[src/rtl/stl_pkg.sv]
// shared widths and result types for the source text lexer
// no dependencies; compiled first
package stl_pkg;

    // counter widths
    localparam int POS_BITS   = 16;
    localparam int LINE_BITS  = 16;
    localparam int FIELD_BITS = 16;

    // most tokens one source byte can complete
    localparam int MAX_RESULTS = 3;

    // one token as delivered on the result channel
    typedef struct packed {
        logic [4:0]            kind;
        logic [1:0]            err;
        logic [FIELD_BITS-1:0] offset;
        logic [FIELD_BITS-1:0] length;
        logic [FIELD_BITS-1:0] line;
    } t_result;

    // everything one scanned byte produces
    typedef struct packed {
        logic [1:0]                  count;
        t_result [MAX_RESULTS-1:0]   res;
    } t_step;

endpackage

[src/rtl/stl_stream_if.sv]
// valid/ready channel interfaces for the lexer input bytes and output tokens
// depends on stl_pkg for the field widths
interface stl_char_if;
    logic       valid;
    logic       ready;
    logic [7:0] char_in;
    logic       end_of_source;

    modport source (output valid, output char_in, output end_of_source, input ready);
    modport sink   (input valid, input char_in, input end_of_source, output ready);
endinterface

interface stl_token_if;
    logic                          valid;
    logic                          ready;
    logic [4:0]                    token_kind;
    logic [1:0]                    error_kind;
    logic [stl_pkg::FIELD_BITS-1:0] token_offset;
    logic [stl_pkg::FIELD_BITS-1:0] token_length;
    logic [stl_pkg::FIELD_BITS-1:0] line_number;
    logic                          last_of_run;

    modport source (output valid, output token_kind, output error_kind, output token_offset,
                    output token_length, output line_number, output last_of_run,
                    input ready);
    modport sink   (input valid, input token_kind, input error_kind, input token_offset,
                    input token_length, input line_number, input last_of_run,
                    output ready);
endinterface

[src/rtl/source_text_lexer_core.sv]
// Source text lexer: one byte per transaction in, tokens out.
// An accepted byte goes through the input register and then the result buffer to the output.
// Throughput: 1 byte per cycle while the sink is ready and each byte completes at most one
//   token; a byte that completes more (up to 3) holds the input register while they drain.
// Reset (synchronous, active low): scanner idle, position 0, line 1, no tokens pending.
module source_text_lexer_core (
    input  logic        i_clk,
    input  logic        i_rst_n,
    stl_char_if.sink    i_src,
    stl_token_if.source o_res
);
    import stl_pkg::*;

    logic       r_in_valid;
    logic [7:0] r_char;
    logic       r_eos;
    logic       free;
    logic       fire;
    t_step      step;

    assign fire        = r_in_valid && free;
    assign i_src.ready = !r_in_valid || fire;

    // input register
    always_ff @(posedge i_clk) begin
        if (!i_rst_n) begin
            r_in_valid <= 1'b0;
        end else if (i_src.ready) begin
            r_in_valid <= i_src.valid;
        end
    end

    always_ff @(posedge i_clk) begin
        if (i_src.valid && i_src.ready) begin
            r_char <= i_src.char_in;
            r_eos  <= i_src.end_of_source;
        end
    end

    // token decode and counters
    stl_scanner u_scanner (
        .i_clk   (i_clk),
        .i_rst_n (i_rst_n),
        .i_fire  (fire),
        .i_char  (r_char),
        .i_eos   (r_eos),
        .o_step  (step)
    );

    // token buffer and output channel
    stl_res_queue u_queue (
        .i_clk   (i_clk),
        .i_rst_n (i_rst_n),
        .i_load  (fire),
        .i_step  (step),
        .o_free  (free),
        .o_res   (o_res)
    );

endmodule

[src/rtl/stl_scanner.sv]
// scanner core: mode register, position and line counters, and the
// per-byte token decode; depends on stl_pkg
module stl_scanner (
    input  logic             i_clk,
    input  logic             i_rst_n,
    input  logic             i_fire,
    input  logic [7:0]       i_char,
    input  logic             i_eos,
    output stl_pkg::t_step   o_step
);
    import stl_pkg::*;

    typedef enum logic [3:0] {
        M_IDLE, M_IDENT, M_INT, M_NUMDOT, M_FRAC, M_SLASH, M_COMMENT, M_OP, M_STR
    } t_mode;

    // token kinds
    localparam logic [4:0] K_LPAREN = 5'd0;
    localparam logic [4:0] K_RPAREN = 5'd1;
    localparam logic [4:0] K_LBRACE = 5'd2;
    localparam logic [4:0] K_RBRACE = 5'd3;
    localparam logic [4:0] K_SEMI   = 5'd4;
    localparam logic [4:0] K_COMMA  = 5'd5;
    localparam logic [4:0] K_DOT    = 5'd6;
    localparam logic [4:0] K_PLUS   = 5'd8;
    localparam logic [4:0] K_SLASH  = 5'd9;
    localparam logic [4:0] K_STAR   = 5'd10;
    localparam logic [4:0] K_BANG   = 5'd11;
    localparam logic [4:0] K_ASSIGN = 5'd13;
    localparam logic [4:0] K_LESS   = 5'd15;
    localparam logic [4:0] K_MORE   = 5'd17;
    localparam logic [4:0] K_IDENT  = 5'd19;
    localparam logic [4:0] K_STRING = 5'd20;
    localparam logic [4:0] K_NUMBER = 5'd21;
    localparam logic [4:0] K_EOF    = 5'd22;
    localparam logic [4:0] K_ERROR  = 5'd23;

    // error codes
    localparam logic [1:0] E_NONE       = 2'd0;
    localparam logic [1:0] E_UNEXPECTED = 2'd1;
    localparam logic [1:0] E_UNTERM     = 2'd2;

    // characters
    localparam logic [7:0] CH_EQ     = 8'h3D;
    localparam logic [7:0] CH_DOT    = 8'h2E;
    localparam logic [7:0] CH_SLASH  = 8'h2F;
    localparam logic [7:0] CH_MINUS  = 8'h2D;
    localparam logic [7:0] CH_NL     = 8'h0A;
    localparam logic [7:0] CH_QUOTE  = 8'h22;
    localparam logic [7:0] CH_SPACE  = 8'h20;
    localparam logic [7:0] CH_CR     = 8'h0D;
    localparam logic [7:0] CH_TAB    = 8'h09;
    localparam logic [7:0] CH_BANG   = 8'h21;
    localparam logic [7:0] CH_LESS   = 8'h3C;
    localparam logic [7:0] CH_MORE   = 8'h3E;
    localparam logic [7:0] CH_LPAREN = 8'h28;
    localparam logic [7:0] CH_RPAREN = 8'h29;
    localparam logic [7:0] CH_LBRACE = 8'h7B;
    localparam logic [7:0] CH_RBRACE = 8'h7D;
    localparam logic [7:0] CH_SEMI   = 8'h3B;
    localparam logic [7:0] CH_COMMA  = 8'h2C;
    localparam logic [7:0] CH_PLUS   = 8'h2B;
    localparam logic [7:0] CH_STAR   = 8'h2A;

    localparam int                   WIDE_BITS = 33;
    localparam logic [POS_BITS-1:0]  POS_MAX   = {POS_BITS{1'b1}};
    localparam logic [LINE_BITS-1:0] LINE_MAX  = {LINE_BITS{1'b1}};
    localparam logic [WIDE_BITS-1:0] FIELD_MAX = WIDE_BITS'({FIELD_BITS{1'b1}});

    function automatic logic is_digit(input logic [7:0] c);
        return (c >= 8'h30) && (c <= 8'h39);
    endfunction

    function automatic logic is_alpha(input logic [7:0] c);
        return ((c >= 8'h61) && (c <= 8'h7A)) || ((c >= 8'h41) && (c <= 8'h5A))
            || (c == CH_MINUS);
    endfunction

    function automatic logic [FIELD_BITS-1:0] clamp(input logic [WIDE_BITS-1:0] v);
        return (v > FIELD_MAX) ? {FIELD_BITS{1'b1}} : v[FIELD_BITS-1:0];
    endfunction

    // operator kind from the pending first character
    function automatic logic [4:0] op_kind(input logic [7:0] c);
        logic [4:0] k;
        unique case (c)
            CH_BANG: k = K_BANG;
            CH_EQ:   k = K_ASSIGN;
            CH_LESS: k = K_LESS;
            default: k = K_MORE;
        endcase
        return k;
    endfunction

    t_mode                  r_mode;
    logic [7:0]             r_pend;
    logic [POS_BITS-1:0]    r_start;
    logic [POS_BITS-1:0]    r_pos;
    logic [LINE_BITS-1:0]   r_line;

    t_mode                  n_mode;
    logic [7:0]             n_pend;
    logic [POS_BITS-1:0]    n_start;
    logic [POS_BITS-1:0]    n_pos;
    logic [LINE_BITS-1:0]   n_line;

    logic [POS_BITS:0]      pos_ext;
    logic [POS_BITS:0]      start_ext;
    logic [POS_BITS:0]      dot_ext;
    logic [POS_BITS:0]      len_pos;
    logic [POS_BITS:0]      len_dot;
    logic [POS_BITS:0]      len_str;
    logic [FIELD_BITS-1:0]  line_f;
    t_result                res_ident;
    t_result                res_number;
    t_result                res_num_dot;
    t_result                res_dot;
    t_result                res_slash;
    t_result                res_op1;
    t_result                res_op2;
    t_result                res_str_err;
    t_result                res_string;
    t_result                res_eof;

    // start-of-token decode
    t_mode                  sc_mode;
    logic                   sc_load;
    logic                   sc_op;
    logic                   sc_bump;
    logic                   sc_emit;
    t_result                sc_res;

    logic                   do_start;
    logic                   bump;
    logic [1:0]             cnt;
    t_result [MAX_RESULTS-1:0] res;

    // offsets and lengths of the candidate tokens
    always_comb begin
        pos_ext   = {1'b0, r_pos};
        start_ext = {1'b0, r_start};
        dot_ext   = (r_pos != '0) ? pos_ext - 1'b1 : '0;
        len_pos   = (pos_ext >= start_ext) ? pos_ext - start_ext : '0;
        len_dot   = (dot_ext >= start_ext) ? dot_ext - start_ext : '0;
        len_str   = (pos_ext + 1'b1 >= start_ext) ? pos_ext + 1'b1 - start_ext : '0;
        line_f    = clamp(WIDE_BITS'(r_line));

        res_ident   = '{K_IDENT, E_NONE, clamp(WIDE_BITS'(r_start)),
                        clamp(WIDE_BITS'(len_pos)), line_f};
        res_number  = '{K_NUMBER, E_NONE, clamp(WIDE_BITS'(r_start)),
                        clamp(WIDE_BITS'(len_pos)), line_f};
        res_num_dot = '{K_NUMBER, E_NONE, clamp(WIDE_BITS'(r_start)),
                        clamp(WIDE_BITS'(len_dot)), line_f};
        res_dot     = '{K_DOT, E_NONE, clamp(WIDE_BITS'(dot_ext)), FIELD_BITS'(1), line_f};
        res_slash   = '{K_SLASH, E_NONE, clamp(WIDE_BITS'(r_start)), FIELD_BITS'(1), line_f};
        res_op1     = '{op_kind(r_pend), E_NONE, clamp(WIDE_BITS'(r_start)),
                        FIELD_BITS'(1), line_f};
        res_op2     = '{op_kind(r_pend) + 5'd1, E_NONE, clamp(WIDE_BITS'(r_start)),
                        FIELD_BITS'(2), line_f};
        res_str_err = '{K_ERROR, E_UNTERM, clamp(WIDE_BITS'(r_start)),
                        clamp(WIDE_BITS'(len_pos)), line_f};
        res_string  = '{K_STRING, E_NONE, clamp(WIDE_BITS'(r_start)),
                        clamp(WIDE_BITS'(len_str)), line_f};
        res_eof     = '{K_EOF, E_NONE, clamp(WIDE_BITS'(r_pos)), '0, line_f};
    end

    // what a byte does when it opens a new token
    always_comb begin
        sc_mode = M_IDLE;
        sc_load = 1'b0;
        sc_op   = 1'b0;
        sc_bump = 1'b0;
        sc_emit = 1'b1;
        sc_res  = '{K_ERROR, E_UNEXPECTED, clamp(WIDE_BITS'(r_pos)), FIELD_BITS'(1), line_f};
        priority if (i_char == CH_SPACE || i_char == CH_CR || i_char == CH_TAB) begin
            sc_emit = 1'b0;
        end else if (i_char == CH_NL) begin
            sc_emit = 1'b0;
            sc_bump = 1'b1;
        end else if (is_alpha(i_char)) begin
            sc_emit = 1'b0;
            sc_load = 1'b1;
            sc_mode = M_IDENT;
        end else if (is_digit(i_char)) begin
            sc_emit = 1'b0;
            sc_load = 1'b1;
            sc_mode = M_INT;
        end else if (i_char == CH_SLASH) begin
            sc_emit = 1'b0;
            sc_load = 1'b1;
            sc_mode = M_SLASH;
        end else if (i_char == CH_QUOTE) begin
            sc_emit = 1'b0;
            sc_load = 1'b1;
            sc_mode = M_STR;
        end else if (i_char == CH_BANG || i_char == CH_EQ || i_char == CH_LESS
                     || i_char == CH_MORE) begin
            sc_emit = 1'b0;
            sc_load = 1'b1;
            sc_op   = 1'b1;
            sc_mode = M_OP;
        end else begin
            unique case (i_char)
                CH_LPAREN: sc_res.kind = K_LPAREN;
                CH_RPAREN: sc_res.kind = K_RPAREN;
                CH_LBRACE: sc_res.kind = K_LBRACE;
                CH_RBRACE: sc_res.kind = K_RBRACE;
                CH_SEMI:   sc_res.kind = K_SEMI;
                CH_COMMA:  sc_res.kind = K_COMMA;
                CH_DOT:    sc_res.kind = K_DOT;
                CH_PLUS:   sc_res.kind = K_PLUS;
                CH_STAR:   sc_res.kind = K_STAR;
                default:   sc_res.kind = K_ERROR;
            endcase
            if (sc_res.kind != K_ERROR) begin
                sc_res.err = E_NONE;
            end
        end
    end

    // per-byte mode transition and token list
    always_comb begin
        n_mode   = r_mode;
        do_start = 1'b0;
        bump     = 1'b0;
        cnt      = '0;
        res      = '0;
        if (i_eos) begin
            unique case (r_mode)
                M_IDENT: begin
                    res[0] = res_ident;
                    cnt    = 2'd1;
                end
                M_INT, M_FRAC: begin
                    res[0] = res_number;
                    cnt    = 2'd1;
                end
                M_NUMDOT: begin
                    res[0] = res_num_dot;
                    res[1] = res_dot;
                    cnt    = 2'd2;
                end
                M_SLASH: begin
                    res[0] = res_slash;
                    cnt    = 2'd1;
                end
                M_OP: begin
                    res[0] = res_op1;
                    cnt    = 2'd1;
                end
                M_STR: begin
                    res[0] = res_str_err;
                    cnt    = 2'd1;
                end
                default: cnt = '0;
            endcase
            res[cnt] = res_eof;
            cnt      = cnt + 2'd1;
            n_mode   = M_IDLE;
        end else begin
            unique case (r_mode)
                M_IDENT: begin
                    if (!(is_alpha(i_char) || is_digit(i_char))) begin
                        res[0]   = res_ident;
                        cnt      = 2'd1;
                        do_start = 1'b1;
                    end
                end
                M_INT: begin
                    if (i_char == CH_DOT) begin
                        n_mode = M_NUMDOT;
                    end else if (!is_digit(i_char)) begin
                        res[0]   = res_number;
                        cnt      = 2'd1;
                        do_start = 1'b1;
                    end
                end
                M_NUMDOT: begin
                    if (is_digit(i_char)) begin
                        n_mode = M_FRAC;
                    end else begin
                        res[0]   = res_num_dot;
                        res[1]   = res_dot;
                        cnt      = 2'd2;
                        do_start = 1'b1;
                    end
                end
                M_FRAC: begin
                    if (!is_digit(i_char)) begin
                        res[0]   = res_number;
                        cnt      = 2'd1;
                        do_start = 1'b1;
                    end
                end
                M_SLASH: begin
                    if (i_char == CH_SLASH) begin
                        n_mode = M_COMMENT;
                    end else begin
                        res[0]   = res_slash;
                        cnt      = 2'd1;
                        do_start = 1'b1;
                    end
                end
                M_COMMENT: begin
                    if (i_char == CH_NL) begin
                        bump   = 1'b1;
                        n_mode = M_IDLE;
                    end
                end
                M_OP: begin
                    if (i_char == CH_EQ) begin
                        res[0] = res_op2;
                        cnt    = 2'd1;
                        n_mode = M_IDLE;
                    end else begin
                        res[0]   = res_op1;
                        cnt      = 2'd1;
                        do_start = 1'b1;
                    end
                end
                M_STR: begin
                    if (i_char == CH_QUOTE) begin
                        res[0] = res_string;
                        cnt    = 2'd1;
                        n_mode = M_IDLE;
                    end else if (i_char == CH_NL) begin
                        bump = 1'b1;
                    end
                end
                default: do_start = 1'b1;
            endcase
            if (do_start) begin
                n_mode = sc_mode;
                bump   = sc_bump;
                if (sc_emit) begin
                    res[cnt] = sc_res;
                    cnt      = cnt + 2'd1;
                end
            end
        end

        n_start = (do_start && sc_load) ? r_pos : r_start;
        n_pend  = (do_start && sc_op) ? i_char : r_pend;
        n_pos   = (!i_eos && r_pos != POS_MAX) ? r_pos + 1'b1 : r_pos;
        n_line  = (bump && r_line != LINE_MAX) ? r_line + 1'b1 : r_line;
    end

    assign o_step = '{count: cnt, res: res};

    // scanner state
    always_ff @(posedge i_clk) begin
        if (!i_rst_n) begin
            r_mode   <= M_IDLE;
            r_pend   <= '0;
            r_start  <= '0;
            r_pos    <= '0;
            r_line   <= LINE_BITS'(1);
        end else begin
            if (i_fire) begin
                r_mode  <= n_mode;
                r_pend  <= n_pend;
                r_start <= n_start;
                r_pos   <= n_pos;
                r_line  <= n_line;
            end
        end
    end

    // an open token never starts past the current position
    assert property (@(posedge i_clk) disable iff (!i_rst_n)
        (r_mode != M_IDLE) |-> (r_start <= r_pos))
        else $error("token start beyond byte position");

    // a consumed end mark always leaves the scanner idle
    assert property (@(posedge i_clk) disable iff (!i_rst_n)
        (i_fire && i_eos) |=> (r_mode == M_IDLE))
        else $error("scanner not idle after end of source");

    // line counter never drops below one and only moves on a consumed byte
    assert property (@(posedge i_clk) disable iff (!i_rst_n)
        (r_line != '0) && ($past(i_fire) || $stable(r_line)))
        else $error("line counter corrupted");

endmodule

[src/rtl/stl_res_queue.sv]
// result buffer: holds the tokens of one scanned byte and hands them out
// one transaction at a time; depends on stl_pkg and stl_stream_if
module stl_res_queue (
    input  logic             i_clk,
    input  logic             i_rst_n,
    input  logic             i_load,
    input  stl_pkg::t_step   i_step,
    output logic             o_free,
    stl_token_if.source      o_res
);
    import stl_pkg::*;

    t_result [MAX_RESULTS-1:0] r_slot;
    logic [1:0]                r_cnt;
    logic [1:0]                r_idx;
    logic [1:0]                idx_inc;
    logic                      out_fire;
    t_result                   cur;

    assign idx_inc  = r_idx + 2'd1;
    assign out_fire = o_res.valid && o_res.ready;
    assign o_free   = (r_idx == r_cnt) || (out_fire && idx_inc == r_cnt);

    // output view of the current slot
    assign cur                = r_slot[r_idx];
    assign o_res.valid        = (r_idx != r_cnt);
    assign o_res.token_kind   = cur.kind;
    assign o_res.error_kind   = cur.err;
    assign o_res.token_offset = cur.offset;
    assign o_res.token_length = cur.length;
    assign o_res.line_number  = cur.line;
    assign o_res.last_of_run  = (idx_inc == r_cnt);

    // load a new run or step through the current one
    always_ff @(posedge i_clk) begin
        if (!i_rst_n) begin
            r_cnt <= '0;
            r_idx <= '0;
        end else if (i_load) begin
            r_cnt <= i_step.count;
            r_idx <= '0;
        end else if (out_fire) begin
            r_idx <= idx_inc;
        end
    end

    always_ff @(posedge i_clk) begin
        if (i_load) begin
            r_slot <= i_step.res;
        end
    end

    // read pointer stays within the loaded run
    assert property (@(posedge i_clk) disable iff (!i_rst_n)
        r_idx <= r_cnt)
        else $error("result pointer past run");

    // a new run is loaded only once the previous one is drained
    assert property (@(posedge i_clk) disable iff (!i_rst_n)
        i_load |-> (!o_res.valid || (out_fire && o_res.last_of_run)))
        else $error("result run overwritten");

    // a loaded non-empty run shows up on the output next cycle
    assert property (@(posedge i_clk) disable iff (!i_rst_n)
        (i_load && i_step.count != 2'd0) |=> (o_res.valid && r_idx == 2'd0))
        else $error("loaded run not presented");

endmodule

[src/flat_wrapper.sv]
// flat-port wrapper written by rule: the top's interface ports become plain ports
module source_text_lexer_core_flat import stl_pkg::*;
  (i_clk, i_rst_n, i_src_valid, i_src_char_in, i_src_end_of_source, i_src_ready, o_res_valid, o_res_token_kind, o_res_error_kind, o_res_token_offset, o_res_token_length, o_res_line_number, o_res_last_of_run, o_res_ready);
  stl_char_if i_src_i ();
  stl_token_if o_res_i ();
  input  logic i_clk;
  input  logic i_rst_n;
  input wire logic [$bits(i_src_i.valid)-1:0] i_src_valid;
  input wire logic [$bits(i_src_i.char_in)-1:0] i_src_char_in;
  input wire logic [$bits(i_src_i.end_of_source)-1:0] i_src_end_of_source;
  output wire logic [$bits(i_src_i.ready)-1:0] i_src_ready;
  output wire logic [$bits(o_res_i.valid)-1:0] o_res_valid;
  output wire logic [$bits(o_res_i.token_kind)-1:0] o_res_token_kind;
  output wire logic [$bits(o_res_i.error_kind)-1:0] o_res_error_kind;
  output wire logic [$bits(o_res_i.token_offset)-1:0] o_res_token_offset;
  output wire logic [$bits(o_res_i.token_length)-1:0] o_res_token_length;
  output wire logic [$bits(o_res_i.line_number)-1:0] o_res_line_number;
  output wire logic [$bits(o_res_i.last_of_run)-1:0] o_res_last_of_run;
  input wire logic [$bits(o_res_i.ready)-1:0] o_res_ready;
  assign i_src_i.valid = i_src_valid;
  assign i_src_i.char_in = i_src_char_in;
  assign i_src_i.end_of_source = i_src_end_of_source;
  assign i_src_ready = i_src_i.ready;
  assign o_res_valid = o_res_i.valid;
  assign o_res_token_kind = o_res_i.token_kind;
  assign o_res_error_kind = o_res_i.error_kind;
  assign o_res_token_offset = o_res_i.token_offset;
  assign o_res_token_length = o_res_i.token_length;
  assign o_res_line_number = o_res_i.line_number;
  assign o_res_last_of_run = o_res_i.last_of_run;
  assign o_res_i.ready = o_res_ready;
  source_text_lexer_core u_core (.i_clk(i_clk), .i_rst_n(i_rst_n), .i_src(i_src_i), .o_res(o_res_i));
endmodule
[config.mk]
export PLATFORM = sky130hd
export DESIGN_NAME = source_text_lexer_core_flat
export DESIGN_NICKNAME = d
export VERILOG_FILES = /design/src/rtl/stl_pkg.sv /design/src/rtl/stl_stream_if.sv /design/src/rtl/source_text_lexer_core.sv /design/src/rtl/stl_scanner.sv /design/src/rtl/stl_res_queue.sv /design/src/flat_wrapper.sv
export SDC_FILE = /design/constraint.sdc
export NUM_CORES = 1
export LEC_CHECK = 0
export BUFFER_PORTS_ARGS = -buffer_cell sky130_fd_sc_hd__buf_2
export CAP_MARGIN = 10
export CORE_ASPECT_RATIO = 1.2
export CORE_MARGIN = 2
export CORE_UTILIZATION = 58
export DETAILED_ROUTE_END_ITERATION = 8
export GPL_TIMING_DRIVEN = 0
export HOLD_SLACK_MARGIN = 0.02
export PLACE_DENSITY = 0.76
export SLEW_MARGIN = 20
export SYNTH_ARGS = -nofsm -noshare
export SYNTH_HDL_FRONTEND = slang
export SYNTH_HIERARCHICAL = 1
export SYNTH_SLANG_ARGS = --single-unit
[constraint.sdc]
create_clock -name i_clk -period 12.68 [get_ports i_clk]
set_clock_uncertainty 0.05 [all_clocks]
set_input_delay 0 -clock i_clk [delete_from_list [all_inputs] [get_ports i_clk]]
set_output_delay 0 -clock i_clk [all_outputs]
set_load 0.02 [all_outputs]
Yosys cells after proc, flatten, opt, wreduce, memory -nomap -nowiden
Cells that the tools add are included.
- bits in registers: 239
- bits of input ports: 13
- output and inout port bits: 58
- word-level logic and storage cells: 249
- $add $sub $neg: 11
- order comparisons: 18
- equal/unequal tests: 43
- mux-type cells: 114
- bitwise operators: 1
- reductions and logical operators: 37
- operators by type and width (kind ; number):
    $mux 55 ; 13
    $mux 165 ; 3
    $pmux 55 s7 ; 1
    $bwmux 165 ; 2
    $pmux 55 s6 ; 1
    $demux 55 s2 ; 2
    $eq 8x6->1 const B ; 18
    $bmux 55 s2 ; 1
    $mux 108 ; 1
    $gt 17x16->1 const B ; 4
    $mux 17 ; 4
    $mux 16 ; 4
    $mux 4 ; 14
    $mux 54 ; 1
    $mux 53 ; 1
    $mux 7 ; 7
    $pmux 5 s9 ; 1
    $mux 1 ; 38
    $mux 5 ; 7
    $ge 17x16->1 ; 2
    $sub 17x16->17 ; 2
    $add 16x1->16 const B ; 2
    $ne 16x16->1 const B ; 2
    $eq 8x4->1 const B ; 3
    39 further kinds ; 90

Longest topological paths before layout
Gate-level depths: netlist of run 1.
- depth after elaboration: 24
- mapped depth: 20
- gate-level depth less buffers: 20

Cells and area by module
Netlist of run 1, hierarchy kept.
- by module, submodules not included (module ; instances ; cells an instance ; area each (um^2) ; seq. area each (um^2)):
    stl_scanner ; 1 ; 1255 ; 8770.9 ; 1201.2
    stl_res_queue ; 1 ; 378 ; 6327.3 ; 5034.8
    source_text_lexer_core ; 1 ; 15 ; 335.3 ; 290.3

Worst setup path after synthesis of run 1
No wires, ideal clock.
- path kind: register to register
- from: register u_core.u_queue.r_idx[1]
- to: register u_core.u_scanner.r_line[11] (netlist: u_core/u_scanner/line_f[11])
- library setup time: 76 ps
- arrival time: 4920 ps
- required time: 12554 ps
- path slack: 7635 ps
- stages on the path, launching flop included: 13
- path buffers: 2
- clock period less this slack: 5045 ps
- path through: dfxtp_1 buf_6 xnor2_2 o21ai_1 o221ai_1 and2_2 nor2b_1 nor3b_2 nand4_1 or2_1 clkbuf_1 or3_1 a21boi_0
- word-level cells in the longest chain between the ends: 6
- elaborated cells between the ends (all ways): 9
- classes of those cells: add/sub (1); eq/ne (3); reduce/logical (5)
- RTL lines (what ; RTL line ; RTL):
    from (decl) ; stl_res_queue.sv:15 ; logic [1:0] r_idx;
    from (signal assigned) ; stl_res_queue.sv:43 ; r_idx <= idx_inc;
    $add 2x1->2 / $ne 2x2->1 (equally long branches) ; stl_res_queue.sv:20, stl_res_queue.sv:26 ;
    $eq 2x2->1 / $logic_and 1x1->1 (equally long branches) ; stl_res_queue.sv:22, stl_res_queue.sv:21 ;
    $logic_and 1x1->1 ; stl_res_queue.sv:22 ; assign o_free = (r_idx == r_cnt) || (out_fire && idx_inc == r_cnt);
    $logic_or 1x1->1 (*) ; stl_res_queue.sv:22 ;
    named net u_core.free ; source_text_lexer_core.sv:17 ; logic free;
    $logic_and 1x1->1 (*) ; source_text_lexer_core.sv:21 ; assign fire = r_in_valid && free;
    named net u_core.fire ; source_text_lexer_core.sv:18 ; logic fire;
    $reduce_and 2->1 (no source line) (*) ; -- ;
    to (signal assigned) ; stl_scanner.sv:364 ; r_line <= n_line;
    to (decl) ; stl_scanner.sv:99 ; logic [LINE_BITS-1:0] r_line;
The timed path passes the listed nets; every way through them passes the cells marked *.
A chain may end at the register's enable or synchronous reset.

==> results.yml, run 1 <==
run_status:
  status: "finished clean"
clocking:
  postCtsHoldBufs: 14
  cts_setup_buffers: 0
  htreeDepth: 1
  cts_buffer_depth: 3
  clock_sinks: 239
  cts_resized: 0
  cts_tree: "built"
  clk_pin_slew_ps: 60
  cts-root-buf: "clkbuf_16"
  cts_buffers: 25
  insertion_delay_ps: 550
detailed_routing:
  postRouteAntennaNets: 0
  vias_per_cell: 6.11
  first_pass_iters: 6
  detail_route.iter0.violations: 1159
  vias: 13126
  routed_wl_um: 44200
  wire_per_inst_um: 20.6
  route.detailed.drc: 0
setup_path:
  cp.arrival_ps: 6360
  start_kind: "register"
  r2r-end: "u_core/u_queue/r_slot[28]$_DFFE_PP_"
  cp.required_ps: 12860
  timing.rr.start: "u_core/u_scanner/r_pos[0]$_SDFFE_PN0P_"
  r2r_slack_ps: 6500
  cpMaxStageDelayCell: "xnor2_1"
  critPathKind: "reg -> reg"
  path_cells: "inv_1 -> ha_1 -> or4b_1 -> or3_1 -> nor3_1 -> inv_1 -> or3_1 -> xor2_1 -> nor2_1 -> ha_1 -> nand3_1 -> nor2_1 -> o211ai_1 -> o2111a_1 -> xnor2_1 -> o21ai_0 -> a22oi_1 -> o22ai_1"
  slowest_delay_ps: 680
  cp_max_fo: 9
  end_kind: "register"
  r2r_cells: 18
die:
  die_w_um: 153
  pin_count: 71
  core_um2: 26300
  fp-row-count: 65
  dieArea_um2: 27900
  start_util: 0.588
  die_y_um: 183
timing:
  fin_ws_ps: 6500
  rsz0062_at_grt: "false"
  report.final.slew_viol_count: 0
  finalSetupViolations: 0
  hold_viol_final: 0
  fin_tns_setup_ps: 0
  fin_crit_ps: 6180
  timing.fmax_mhz: 162
  maxSlewHeadroom: 0.335
  finalCritPeriodShare: 0.487
  worstMarginPinSlew_ps: 998
worst_hold_path:
  hp-class: "in -> reg"
  min-delay-start: "i_src_char_in[3]"
  holdPathEnd: "u_core/r_char[3]$_DFFE_PP_"
  min_delay_path_depth: 2
global_routing:
  groute.usage.overall: 0.311
  grt_overflow: 0
  grt_max_degree: 62
  antenna_found_initial: 0
  grt_pass1_wl_um: 68300
  grt_pass1_vias: 12432
pwr:
  internal-power_mw: 1.45
  p_per_area_nw_per_um2: 118
  swShare: 0.294
  p_switching_mw: 0.601
  seqPwrFrac: 0.433
  pwr-share-comb: 0.212
  ir_worst_vdd_mv: 0.123
  p_leak_nw: 6.66
  power_frac_clock: 0.355
synth:
  synthFlopType: "edfxtp_1"
  ys_top_cells_by_area: "edfxtp_1 34%, dfxtp_1 8.4%, mux2i_1 5.3%, ha_1 4.8%, nand2_1 4.4%"
  netlist_top_cells_count: "180 x nand2_1, 174 x edfxtp_1, 119 x nor2_1, 83 x nor2b_1, 82 x o21ai_0"
  synth-async-reset-ratio: 0
  yosysTopAreaCell: "edfxtp_1"
  yosysSeqAreaShare: 0.423
  synth_edf_count: 174
  yosysTopAreaCellShare: 0.339
  synth.most_common_cell: "nand2_1"
  ys_seq_elements: 239
  synthCells: 1648
  synth.cell_area_um2: 15400
  yosysWarnings: 6
  syn_avg_cell_area_um2: 9.37
  yosys.cell_types.count: 97
run:
  maxCapViolations: 0
placement:
  dp_hpwl_um: 33600
  place_congestion: 1.01
  pre_cts_slack_ps: 6800
  io_buffers: 70
finish:
  drive_gt1_frac: 0.119
  areaGrowthSynthToFinish_pct: 12.4
  fin_nets: 1868
  n_antenna_cell: 0
## layer usage
layer | global-route usage | up-vias | part of all wire
li1 | - | 6208 | -
met1 | 0.402 | 6223 | 0.40
met2 | 0.529 | 581 | 0.48
met3 | 0.0323 | 114 | 0.070
met4 | 0.138 | 0 | 0.048
met5 | 0 | - | 0
## state kept, by name (all words and copies together), names as in the netlist
signal                    flops
u_core/u_scanner/r_start     16
u_core/u_scanner/line_f      16
u_core/u_scanner/r_pend       8
u_core/u_queue/r_slot       165
u_core/u_queue/r_idx          2
u_core/u_scanner/r_mode       4
u_core/u_queue/r_cnt          2
u_core/r_eos                  1
u_core/r_in_valid             1
u_core/r_char                 8
u_core/u_scanner/r_pos       16
## per-stage QoR
step,instances,utilization,hold slack [ps],instance area (um^2),power (mW)
finish,2147,0.661,110,17400,2.05
global route,2147,0.661,110,17400,2.12
CTS,2147,0.661,92.3,17400,2.05
detailed placement,2087,0.624,128,16400,1.32
global placement,2084,0.621,126,16300,1.32
floorplan,1679,-,48.9,15500,1.20
## layout make-up
type                    count  area [um^2]
fillers                  2147         8920
multi-input cells        1274         8220
flip-flops and latches    239         6530
clock buffers              33          676
plain buffers             117          616
repair buffers             87          566
well taps                 335          419
inverters                  49          185
clock inverters            13          140
## worst max-delay path, delay by kind of cell (launching register included)
family / cells / cell delay, ps
buffers and inverters: 2 / 430
AND/OR/NAND/NOR: 7 / 2240
adder cells (fa/ha/maj): 2 / 710
AO/OA/AOI/OAI: 5 / 1130
XOR/XNOR: 2 / 890
flip-flops: 1 / 420
## cell usage in the layout (no fill, tap or decap), types with 39 or more instances in the layout
master and instances:
a21oi_1 80, and2_1 39, buf_2 97, clkbuf_1 56, dfxtp_1 65, edfxtp_1 174
ha_1 59, inv_1 47, mux2i_1 81, nand2_1 180, nand3_1 39, nor2_1 119
nor2b_1 83, o21ai_0 82, o21ai_1 60, xnor2_1 52
## power groups by stage
stage	Sequential, mW	Combinational [mW]	Clock (mW)
after floorplan	0.901	0.301	0
after global placement	0.906	0.411	0
after detailed placement	0.903	0.419	0
after CTS	0.886	0.425	0.737
after global routing	0.888	0.464	0.770
final	0.886	0.433	0.727
## worst max-delay path by stage
stage / startpoint / end / slack, ps / cells after the start
CTS: u_core/u_scanner/r_pos[0]$_SDFFE_PN0P_ / u_core/u_queue/r_slot[28]$_DFFE_PP_ / 6690 / 18
detailed placement: u_core/u_scanner/r_pos[0]$_SDFFE_PN0P_ / u_core/u_queue/r_slot[28]$_DFFE_PP_ / 6800 / 18
finish: u_core/u_scanner/r_pos[0]$_SDFFE_PN0P_ / u_core/u_queue/r_slot[28]$_DFFE_PP_ / 6500 / 18
global placement: u_core/u_queue/r_idx[1]$_SDFFE_PP0P_ / u_core/u_scanner/line_f[15]$_SDFFE_PN0P_ / 5950 / 12
floorplan: u_core/u_queue/r_idx[1]$_SDFFE_PP0P_ / u_core/u_scanner/line_f[11]$_SDFFE_PN0P_ / 7630 / 12
global route: u_core/u_scanner/r_pos[0]$_SDFFE_PN0P_ / u_core/u_queue/r_slot[28]$_DFFE_PP_ / 6340 / 18
## logic make-up (layout without fill, tap and decap cells)
logic type,after synthesis,after routing,share of synthesized area
AND/OR/NAND/NOR,599,599,0.200
multiplexers,81,81,0.0525
flip-flops,239,239,0.423
AO/OA/AOI/OAI,420,420,0.174
buffers and inverters,166,299,0.0519
XOR/XNOR,80,80,0.0464
adder cells (fa/ha/maj),62,62,0.0517
other,1,32,0.000243
(Power assumes the default switching activity.)
==> run 2, diff against run 1 <==
--- a/config.mk
+++ b/config.mk
@@ -9,11 +9,11 @@
 export CAP_MARGIN = 10
 export CORE_ASPECT_RATIO = 1.2
 export CORE_MARGIN = 2
-export CORE_UTILIZATION = 58
+export CORE_UTILIZATION = 57
 export DETAILED_ROUTE_END_ITERATION = 8
 export GPL_TIMING_DRIVEN = 0
 export HOLD_SLACK_MARGIN = 0.02
-export PLACE_DENSITY = 0.76
+export PLACE_DENSITY = 0.78
 export SLEW_MARGIN = 20
 export SYNTH_ARGS = -nofsm -noshare
 export SYNTH_HDL_FRONTEND = slang
==> constraint.sdc (replaced) <==
create_clock -name i_clk -period 5.2 [get_ports i_clk]
set_clock_uncertainty 0.05 [all_clocks]
set_input_delay 0 -clock i_clk [delete_from_list [all_inputs] [get_ports i_clk]]
set_output_delay 0 -clock i_clk [all_outputs]
set_load 0.02 [all_outputs]
==> run 2 against run 1 <==
Clock-buffer cell count decreased by 2; highest routed layer unchanged; critical path depth shrank 1; global-route usage down 0.13 points.
==> results.yml, run 2 (synthesis results as in run 1) <==
setup_path:
  cp_max_fo: 10
  timing.rr.start: "u_core/u_scanner/r_pos[6]$_SDFFE_PN0P_"
  r2r_slack_ps: 130
  r2r-end: "u_core/u_queue/r_slot[24]$_DFFE_PP_"
  r2r_cells: 17
  cp.required_ps: 5400
  start_kind: "register"
  critPathCapture: "u_core/u_queue/r_slot[24]$_DFFE_PP_"
  end_kind: "register"
  critPathKind: "reg -> reg"
  startpoint: "u_core/u_scanner/r_pos[6]$_SDFFE_PN0P_"
  cp.arrival_ps: 5270
die:
  start_util: 0.575
  pin_count: 71
  core_um2: 26800
  die_w_um: 154
  die_y_um: 184
  fp-row-count: 66
  dieArea_um2: 28400
finish:
  nFillCells: 2209
  final_common_cell: "nand2_1"
  finish.utilization: 0.653
  n_antenna_cell: 0
  regMostFlops: "u_core/u_queue/r_slot"
  largest_reg_flops: 165
  drive_gt1_frac: 0.139
  areaGrowthSynthToFinish_pct: 13.6
  final_area_um2: 17500
  mostFrequentLayoutCells: "180 x nand2_1, 174 x edfxtp_1, 114 x nor2_1"
  fin_nets: 1872
timing:
  worstMarginPinSlew_ps: 1200
  timing.fmax_mhz: 197
  hold_viol_final: 0
  report.final.slew_viol_count: 0
  maxSlewHeadroom: 0.196
  fin_hold_ws_ps: 117
  finalCritPeriodShare: 0.975
  finalSetupViolations: 0
  fin_crit_ps: 5070
clocking:
  cts_buffers: 25
  cts_buffer_depth: 3
  cts-root-buf: "clkbuf_16"
  clock_sinks: 239
  cts_tree: "built"
  clk_pin_slew_ps: 60
  htreeDepth: 1
  insertion_delay_ps: 550
detailed_routing:
  route.detailed.drc: 0
  vias: 13108
  routed_wl_um: 44900
  detail_route.iter0.violations: 1174
  wire_per_inst_um: 20.8
  vias_per_cell: 6.08
  first_pass_iters: 5
  postRouteAntennaNets: 0
global_routing:
  grt_max_degree: 62
  grt_pass1_vias: 12105
  grt_pass1_wl_um: 68000
  grt_overflow: 0
  antenna_found_initial: 0
  groute.usage.overall: 0.309
pwr:
  p_leak_nw: 6.71
  ir_worst_vdd_mv: 0.315
  p_per_area_nw_per_um2: 288
  fin_total_pwr_mw: 5.06
placement:
  dpl-instance-area_um2: 16400
  dp_hpwl_um: 33900
  io_buffers: 70
  place_congestion: 0.966
run:
  maxCapViolations: 0
run_status:
  status: "finished clean"
worst_hold_path:
  hp-class: "in -> reg"
[run 2: cell types whose count changed in the layout (fill, tap and decap cells not counted), sizes merged]
cell	delta
buf	+5
clkbuf	-3
clkinv	-2
clkinvlp	+1
inv	+3
[run 2: repair_timing]
action,4_1_cts,5_1_grt
endpoints found under the setup margin,16,16
setup buffers,0,5
endpoints found under the hold margin,23,0
hold buffers,14,0
gates resized for setup,21,23
pin swaps,0,4
[run 2: report_power, final]
group	total [mW]	leakage [nW]	switching [mW]	internal, mW
Sequential	2.16	2.21	0.0290	2.13
Clock	1.78	0.391	0.773	1.01
Combinational	1.12	4.11	0.711	0.405
Total	5.06	6.71	1.51	3.54
[run 2: final cells by class]
| class | instances | area [um^2] | area share |
|---|---|---|---|
| well taps | 340 | 425 | 0.0243 |
| clock inverters | 15 | 146 | 0.00835 |
| clock buffers | 31 | 658 | 0.0375 |
| inverters | 49 | 185 | 0.0106 |
| plain buffers | 117 | 632 | 0.0360 |
| multi-input cells | 1274 | 8380 | 0.478 |
| flip-flops and latches | 239 | 6530 | 0.372 |
| repair buffers | 91 | 583 | 0.0332 |
[run 2: metrics by stage]
step / std cells / setup TNS, ps / setup WS (ps)
final: 2156 / 0 / 129
after global routing: 2156 / -72.3 / -37.8
after CTS: 2151 / 0 / 38.0
after detailed placement: 2091 / -9160 / -810
after global placement: 2089 / -62710 / -1490
after floorplan: 1679 / 0 / 155
[run 2: worst min-delay path by stage]
stage	start	endpoint	slack [ps]	cells after the start
CTS	i_src_end_of_source	u_core/r_eos$_DFFE_PP_	100	2
global route	i_src_end_of_source	u_core/r_eos$_DFFE_PP_	120	2
detailed placement	i_src_char_in[5]	u_core/r_char[5]$_DFFE_PP_	130	1
finish	i_src_end_of_source	u_core/r_eos$_DFFE_PP_	120	2
global placement	i_src_char_in[6]	u_core/r_char[6]$_DFFE_PP_	130	1
floorplan	i_src_char_in[0]	u_core/r_char[0]$_DFFE_PP_	50	0
[run 2: per-layer routing]
layer,up-vias,wire [um],GRT usage
met4,0,2010,0.138
met5,-,0,0
li1,6208,-,-
met2,513,21400,0.520
met1,6287,18600,0.402
met3,100,2900,0.0393
[run 2: worst max-delay path, stage by stage (launching register included)]
cell	delay, ps
dfxtp_1	340
clkbuf_1	250
nor4b_1	500
nand2_1	220
or3_1	460
or2_2	330
a21oi_1	310
ha_1	400
and4_1	290
o21ai_0	120
a21oi_2	90
o211ai_1	220
o2111a_2	330
xnor2_2	110
buf_6	160
o21a_1	190
a221oi_1	260
o22ai_2	170
